File: src/hdl/pms_pkg.sv
// ----------------------------------------------------------------------------
// pms_pkg: shared types and constants for the parking maneuver sequencer
// Fixed-point: angles in 1/16 degree, distances in mm, speeds in mm/s.
// ----------------------------------------------------------------------------
package pms_pkg;

   // configuration register indexes
   localparam int CsrIdxW = 3;
   localparam logic [CsrIdxW-1:0] CSR_REF_HEADING     = 3'd0;
   localparam logic [CsrIdxW-1:0] CSR_CRUISE_SPEED    = 3'd1;
   localparam logic [CsrIdxW-1:0] CSR_IDLE_SPEED      = 3'd2;
   localparam logic [CsrIdxW-1:0] CSR_STANDSTILL_WAIT = 3'd3;
   localparam logic [CsrIdxW-1:0] CSR_FINISH_WAIT     = 3'd4;
   localparam int CsrDataW = 14;

   // stream payload widths
   localparam int ReqDataW = 64;  // 62 bits of fields, zero filled
   localparam int RspDataW = 24;  // 18 bits of fields, zero filled

   // thresholds
   localparam logic signed [16:0] HALF_TURN = 17'sd2880;
   localparam logic signed [16:0] FULL_TURN = 17'sd5760;
   localparam logic signed [16:0] ERR_15DEG = 17'sd240;
   localparam logic signed [16:0] ERR_80DEG = 17'sd1280;
   localparam logic signed [16:0] ERR_87DEG = 17'sd1392;
   localparam logic [11:0]        REAR_LEFT_MIN = 12'd150;
   localparam logic [11:0]        REAR_MIN      = 12'd300;
   localparam logic signed [15:0] CROSS_FIRST   = 16'sd250;
   localparam logic signed [15:0] CROSS_FINAL   = 16'sd750;

   // steering codes
   localparam logic [1:0] STEER_CENTER = 2'd0;
   localparam logic [1:0] STEER_LEFT   = 2'd1;
   localparam logic [1:0] STEER_RIGHT  = 2'd2;

   typedef enum logic [10:0] {
      PH_READY      = 11'b000_0000_0001,
      PH_BEGIN      = 11'b000_0000_0010,
      PH_WAIT_STILL = 11'b000_0000_0100,
      PH_LEFT15     = 11'b000_0000_1000,
      PH_REV_RIGHT  = 11'b000_0001_0000,
      PH_LEFT87     = 11'b000_0010_0000,
      PH_REV_A      = 11'b000_0100_0000,
      PH_REV_B      = 11'b000_1000_0000,
      PH_REV_C      = 11'b001_0000_0000,
      PH_WAIT_FIN   = 11'b010_0000_0000,
      PH_FINISH     = 11'b100_0000_0000
   } phase_type;

   typedef struct packed {
      logic signed [13:0] ref_heading;
      logic [10:0]        cruise_speed;
      logic signed [11:0] idle_speed;
      logic [7:0]         standstill_wait;
      logic [7:0]         finish_wait;
   } cfg_type;

   typedef struct packed {
      logic               action;
      logic signed [13:0] heading;
      logic signed [13:0] cross_dist;
      logic [11:0]        rear_left_dist;
      logic [11:0]        rear_dist;
      logic [9:0]         brake_dist;
   } req_item_type;

   typedef struct packed {
      logic signed [11:0] speed_cmd;
      logic [1:0]         steer_cmd;
      logic [3:0]         phase;
      logic               done_res;
   } rsp_item_type;

   function automatic logic [3:0] phase_num(input phase_type ph);
      logic [3:0] n;
      case (ph)
         PH_READY:      n = 4'd0;
         PH_BEGIN:      n = 4'd1;
         PH_WAIT_STILL: n = 4'd2;
         PH_LEFT15:     n = 4'd3;
         PH_REV_RIGHT:  n = 4'd4;
         PH_LEFT87:     n = 4'd5;
         PH_REV_A:      n = 4'd6;
         PH_REV_B:      n = 4'd7;
         PH_REV_C:      n = 4'd8;
         PH_WAIT_FIN:   n = 4'd9;
         PH_FINISH:     n = 4'd10;
         default:       n = 4'd0;
      endcase
      return n;
   endfunction

endpackage

File: src/hdl/pms_core.sv
// ----------------------------------------------------------------------------
// pms_core: maneuver state machine
// Holds phase and wait counter; computes one result per tick item.
// ----------------------------------------------------------------------------
module pms_core (
   input  logic                  clock,
   input  logic                  reset,
   input  logic                  step,
   input  pms_pkg::req_item_type item,
   input  pms_pkg::cfg_type      cfg,
   output pms_pkg::rsp_item_type result
);
   import pms_pkg::*;

   phase_type  phase_ff, phase_in;
   logic [7:0] wait_ff, wait_in;

   logic signed [16:0] ref_x, hdg_x, diff, diff_neg, diff_abs, wrapped, err;
   logic signed [14:0] cross_x;
   logic signed [15:0] cross_abs, final_thr;
   logic [7:0]         wait_dec;
   logic signed [11:0] cruise_pos, cruise_neg;

   always_comb begin
      ref_x    = {{3{cfg.ref_heading[13]}}, cfg.ref_heading};
      hdg_x    = {{3{item.heading[13]}}, item.heading};
      diff     = ref_x - hdg_x;
      diff_neg = -diff;
      diff_abs = diff[16] ? diff_neg : diff;
      // single wrap toward zero
      if (diff_abs > HALF_TURN) begin
         wrapped = (ref_x > hdg_x) ? (diff - FULL_TURN) : (diff + FULL_TURN);
      end else begin
         wrapped = diff;
      end
      err = wrapped[16] ? -wrapped : wrapped;

      cross_x   = {item.cross_dist[13], item.cross_dist};
      cross_abs = {1'b0, (cross_x[14] ? -cross_x : cross_x)};
      final_thr = CROSS_FINAL - {6'd0, item.brake_dist};

      cruise_pos = {1'b0, cfg.cruise_speed};
      cruise_neg = -cruise_pos;
      wait_dec   = (wait_ff != 8'd0) ? wait_ff - 8'd1 : wait_ff;
   end

   always_comb begin
      phase_in         = phase_ff;
      wait_in          = wait_dec;
      result.speed_cmd = cfg.idle_speed;
      result.steer_cmd = STEER_CENTER;
      result.done_res  = 1'b0;
      case (phase_ff)
         PH_BEGIN: begin
            phase_in = PH_WAIT_STILL;
            wait_in  = cfg.standstill_wait;
         end
         PH_WAIT_STILL: begin
            if (wait_dec == 8'd0) phase_in = PH_LEFT15;
         end
         PH_LEFT15: begin
            result.steer_cmd = STEER_LEFT;
            result.speed_cmd = cruise_pos;
            if (err > ERR_15DEG) phase_in = PH_REV_RIGHT;
         end
         PH_REV_RIGHT: begin
            result.steer_cmd = STEER_RIGHT;
            result.speed_cmd = cruise_neg;
            if (err > ERR_80DEG || item.rear_left_dist < REAR_LEFT_MIN) begin
               phase_in = PH_LEFT87;
            end
         end
         PH_LEFT87: begin
            result.steer_cmd = STEER_LEFT;
            result.speed_cmd = cruise_pos;
            if (err > ERR_87DEG) phase_in = PH_REV_A;
         end
         PH_REV_A: begin
            result.speed_cmd = cruise_neg;
            if (cross_abs > CROSS_FIRST) phase_in = PH_REV_B;
         end
         PH_REV_B: begin
            result.speed_cmd = cruise_neg;
            phase_in         = PH_REV_C;
         end
         PH_REV_C: begin
            result.speed_cmd = cruise_neg;
            if (cross_abs > final_thr || item.rear_dist < REAR_MIN) begin
               phase_in = PH_WAIT_FIN;
               wait_in  = cfg.finish_wait;
            end
         end
         PH_WAIT_FIN: begin
            if (wait_dec == 8'd0) phase_in = PH_FINISH;
         end
         PH_FINISH: begin
            if (wait_dec == 8'd0) begin
               phase_in        = PH_READY;
               result.done_res = 1'b1;
            end
         end
         default: ;
      endcase
      result.phase = phase_num(phase_in);
   end

   always_ff @(posedge clock) begin
      if (reset) begin
         phase_ff <= PH_READY;
         wait_ff  <= 8'd0;
      end else if (step) begin
         if (item.action) begin
            phase_ff <= PH_BEGIN;  // restart, counter untouched
         end else begin
            phase_ff <= phase_in;
            wait_ff  <= wait_in;
         end
      end
   end

endmodule

File: src/hdl/parking_maneuver_sequencer.sv
// ----------------------------------------------------------------------------
// parking_maneuver_sequencer: reverse perpendicular parking sequencer
// Input register, state machine core, result register; streaming channels.
// ----------------------------------------------------------------------------
// A tick item's result passes the input register, then the result register.
// Throughput: one item per cycle unless the output stalls; the single state
// update per item in the core sets it. A start item produces no result.
// Reset: phase goes to ready, wait counter to zero, registers to defaults,
// both pipeline stages empty.
module parking_maneuver_sequencer (
   input  logic                            clock,
   input  logic                            reset,
   input  logic                            req_tvalid,
   output logic                            req_tready,
   // heading, cross_dist, rear_left_dist, rear_dist, brake_dist
   input  logic [pms_pkg::ReqDataW-1:0]    req_tdata,
   // action
   input  logic                            req_tuser,
   output logic                            rsp_tvalid,
   input  logic                            rsp_tready,
   // speed_cmd, steer_cmd, phase
   output logic [pms_pkg::RspDataW-1:0]    rsp_tdata,
   output logic                            rsp_tlast,  // done_res
   input  logic                            csr_we,
   input  logic [pms_pkg::CsrIdxW-1:0]     csr_index,
   input  logic [pms_pkg::CsrDataW-1:0]    csr_wdata
);
   import pms_pkg::*;

   cfg_type      cfg_ff;
   req_item_type item_ff;
   logic         item_vld_ff;
   rsp_item_type rsp_ff;
   logic         rsp_vld_ff;
   rsp_item_type result;
   logic         out_free, step;

   assign out_free   = !rsp_vld_ff || rsp_tready;
   // start items retire without touching the result register
   assign step       = item_vld_ff && (item_ff.action || out_free);
   assign req_tready = !item_vld_ff || step;

   always_ff @(posedge clock) begin
      if (reset) begin
         cfg_ff.ref_heading     <= 14'sd0;
         cfg_ff.cruise_speed    <= 11'd350;
         cfg_ff.idle_speed      <= 12'sd0;
         cfg_ff.standstill_wait <= 8'd5;
         cfg_ff.finish_wait     <= 8'd40;
      end else if (csr_we) begin
         case (csr_index)
            CSR_REF_HEADING:     cfg_ff.ref_heading     <= csr_wdata;
            CSR_CRUISE_SPEED:    cfg_ff.cruise_speed    <= csr_wdata[10:0];
            CSR_IDLE_SPEED:      cfg_ff.idle_speed      <= csr_wdata[11:0];
            CSR_STANDSTILL_WAIT: cfg_ff.standstill_wait <= csr_wdata[7:0];
            CSR_FINISH_WAIT:     cfg_ff.finish_wait     <= csr_wdata[7:0];
            default: ;
         endcase
      end
   end

   always_ff @(posedge clock) begin
      if (reset) begin
         item_vld_ff <= 1'b0;
      end else if (req_tready) begin
         item_vld_ff <= req_tvalid;
      end
      if (req_tready && req_tvalid) begin
         item_ff.action         <= req_tuser;
         item_ff.heading        <= req_tdata[13:0];
         item_ff.cross_dist     <= req_tdata[27:14];
         item_ff.rear_left_dist <= req_tdata[39:28];
         item_ff.rear_dist      <= req_tdata[51:40];
         item_ff.brake_dist     <= req_tdata[61:52];
      end
   end

   pms_core u_core (
      .clock  (clock),
      .reset  (reset),
      .step   (step),
      .item   (item_ff),
      .cfg    (cfg_ff),
      .result (result)
   );

   always_ff @(posedge clock) begin
      if (reset) begin
         rsp_vld_ff <= 1'b0;
      end else if (out_free) begin
         rsp_vld_ff <= step && !item_ff.action;
      end
      if (out_free && step && !item_ff.action) begin
         rsp_ff <= result;
      end
   end

   assign rsp_tvalid = rsp_vld_ff;
   assign rsp_tdata  = {6'd0, rsp_ff.phase, rsp_ff.steer_cmd, rsp_ff.speed_cmd};
   assign rsp_tlast  = rsp_ff.done_res;

endmodule
File: config.mk
export PLATFORM = sky130hd
export DESIGN_NAME = parking_maneuver_sequencer
export DESIGN_NICKNAME = d
export VERILOG_FILES = /design/src/hdl/pms_pkg.sv /design/src/hdl/pms_core.sv /design/src/hdl/parking_maneuver_sequencer.sv
export SDC_FILE = /design/constraint.sdc
export NUM_CORES = 1
export LEC_CHECK = 0
export BUFFER_PORTS_ARGS = -buffer_cell sky130_fd_sc_hd__buf_4
export CORE_MARGIN = 3
export CORE_UTILIZATION = 57
export CTS_CLUSTER_SIZE = 24
export DETAILED_ROUTE_END_ITERATION = 8
export GPL_TIMING_DRIVEN = 0
export PLACE_DENSITY = 0.76
export SLEW_MARGIN = 20
export SYNTH_ARGS = -nofsm -noshare
export SYNTH_HDL_FRONTEND = slang
export SYNTH_HIERARCHICAL = 1
export SYNTH_SLANG_ARGS = --single-unit
File: constraint.sdc
create_clock -name clock -period 8.6 [get_ports clock]
set_clock_uncertainty 0.1 [all_clocks]
set_input_delay 0.86 -clock clock [delete_from_list [all_inputs] [get_ports clock]]
set_output_delay 0.86 -clock clock [all_outputs]
set_load 0.1 [all_outputs]
==> results.cfg <==
[place]
place_congestion = 0.935
numPortBuffers = 101
place_area_sq_um = 11600
dpl.hpwl_um = 20200

[grt]
gr-total-overflow = 0
grt_first_pass_wirelength_um = 43400
grt_pass1_vias = 8971
grt_start_max_net_pins = 59
globalRouteTotalUtil_pct = 26.5
antenna_found_initial = 0

[final_layout]
area_growth_pct = 16.2
final_util_pct = 69.1
fin_nets = 1411
multiInputGateArea_sq_um = 6270
n_fill_cell = 1427
antenna_cells = 0
seqCellArea_sq_um = 3850
finalInstanceArea_sq_um = 12200
drive_above_1_share_pct = 15.2

[sta]
setup_viol = 0
finalMaxSlewViolations = 0
post-route-min-period_ns = 7.78
fin_crit_sh_pct = 90.4
worstMarginPinSlew_ns = 1.06
finalHoldViolCount = 0
fmax_mhz = 129
rsz0062_at_grt = no
finalSetupTns_ns = 0
relSlewSlack_pct = 29.1

[clocking]
cts_setup_buffers = 0
clk_latency_ns = 0.43
htreeDepth = 4
hold_buffers = 0
path_clk_slew_ns = 0.07
cts_tree = done
cts_resized = 0
cts-root-buf = clkbuf_16
cts.sink_count = 153
cts-buffers-inserted = 17
cts_max_path_buffers = 2

[setup_path]
critPathCapture = rsp_tdata[15]
worst_ep_arrival_time_ns = 7.85
crit_slowest_cell = a211oi_1
cp_top_family = compound AO/OA/AOI/OAI gates
cp_num_cells = 26
crit_start = item_ff[49]
crit_type = reg2reg
cp-start-kind = flop
cp_common_cell = a21oi_1
crit_fanout = 8
r2r_slack_ns = 0.82
crit_path_max_incr_delay_ns = 0.83
worstPathRequired_ns = 8.67
crit_path_end_kind = flop
r2r_end = rsp_tdata[15]
ff2ff_path_depth = 26
r2r_start = item_ff[49]
crit_buf_inv = 2

[die]
ioPinCount = 114
die_area_sq_um = 20100
initial_utilization_pct = 59.4
core_sq_um = 17700
num_rows = 48
die_w_um = 142
die_h_um = 142

[drt]
finalWirelength_um = 26700
route.detailed.drc = 0
drtIter0Drc = 722
first_pass_iters = 6
via_count = 9354
wl_per_cell_um = 17.6
viasPerCell = 6.16
ant_nets = 0

[power]
cellLeakagePower_nw = 4.90
vdd_drop_max_v = 0.000143
powerDensity_nw_per_um2 = 172

[yosys]
syn_avg_cell_area_sq_um = 9.10
synthCells = 1153
yosysWarnings = 6
synth_area_sq_um = 10500

[outcome]
status = complete, no violations

[worst_hold_path]
hp-class = reg2reg

[job]
maxCapViolCount = 0
## layout by cell type, fill, tap and decap left out, drive strengths merged, types with 6 or more instances in the layout
cell / instances
dfxtp: 74
nand4: 18
nand3: 32
o21a: 13
nor2b: 15
mux2i: 65
xnor2: 32
a31oi: 8
ha: 41
a21oi: 56
nor2: 99
a21o: 15
o2111ai: 10
a211oi: 16
nor3: 39
and3: 9
nand2b: 77
inv: 45
nor4: 16
o31ai: 10
edfxtp: 79
o21ai: 51
nand2: 83
xor2: 18
or4: 6
o211ai: 10
conb: 6
o311ai: 6
or2: 7
buf: 121
nor3b: 14
clkbuf: 58
and2: 10
or3: 18
a2bb2oi: 6
a22oi: 11
## routing by layer
layer	up-vias	global-route usage (%)	share of wire [%]
li1	4550	-	-
met1	4425	36.5	44
met2	332	43.2	47
met3	47	4.58	6.7
met4	0	7.83	2.0
met5	-	0	0
## worst min path at each step
stage | to | slack [ns] | depth (start not counted) | from
floorplan | cfg_ff[27] | 0.35 | 2 | cfg_ff[27]
global placement | cfg_ff[23] | 0.36 | 2 | cfg_ff[23]
detailed placement | cfg_ff[17] | 0.37 | 2 | cfg_ff[17]
CTS | cfg_ff[17] | 0.38 | 2 | cfg_ff[17]
global route | cfg_ff[17] | 0.40 | 2 | cfg_ff[17]
finish | cfg_ff[17] | 0.38 | 2 | cfg_ff[17]
## flip-flops by register name, summed over array words and instances (netlist names)
signal and cells:
rsp_tdata 18, u_core/phase_ff 11, item_ff 60, item_vld_ff 1, rsp_tvalid 1, cfg_ff 53, rsp_tlast 1, u_core/wait_ff 8
## per-stage QoR
step           cells  total power [W]  hold slack (ns)  setup slack (ns)
6_report        1519          0.00210            0.377             0.822
5_1_grt         1519          0.00220            0.397             0.309
4_1_cts         1519          0.00210            0.377              1.01
3_5_place_dp    1487          0.00135            0.366              1.02
3_3_place_gp    1484          0.00134            0.361              1.13
2_1_floorplan   1158          0.00122            0.349              2.40
## area by class of cell
cell class | instances | area share (%)
repair buffers | 104 | 6.62
clock inverters | 15 | 1.31
clock buffers | 17 | 3.49
flip-flops and latches | 153 | 31.6
plain buffers | 58 | 2.18
multi-input cells | 910 | 51.4
well taps | 225 | 2.31
inverters | 37 | 1.14
## worst min-delay path, stage by stage (launching register included)
cell and delay (ns):
dfxtp_1 0.32, nand2b_1 0.06, mux2i_1 0.05
## power breakdown
| group | internal [W] | switching, W | total [W] |
|---|---|---|---|
| Clock | 0.000434 | 0.000325 | 0.000758 |
| Combinational | 0.000204 | 0.000323 | 0.000528 |
| Sequential | 0.000796 | 0.0000160 | 0.000812 |
| Total | 0.00143 | 0.000664 | 0.00210 |
No activity file was read; power rests on OpenSTA's default activity.
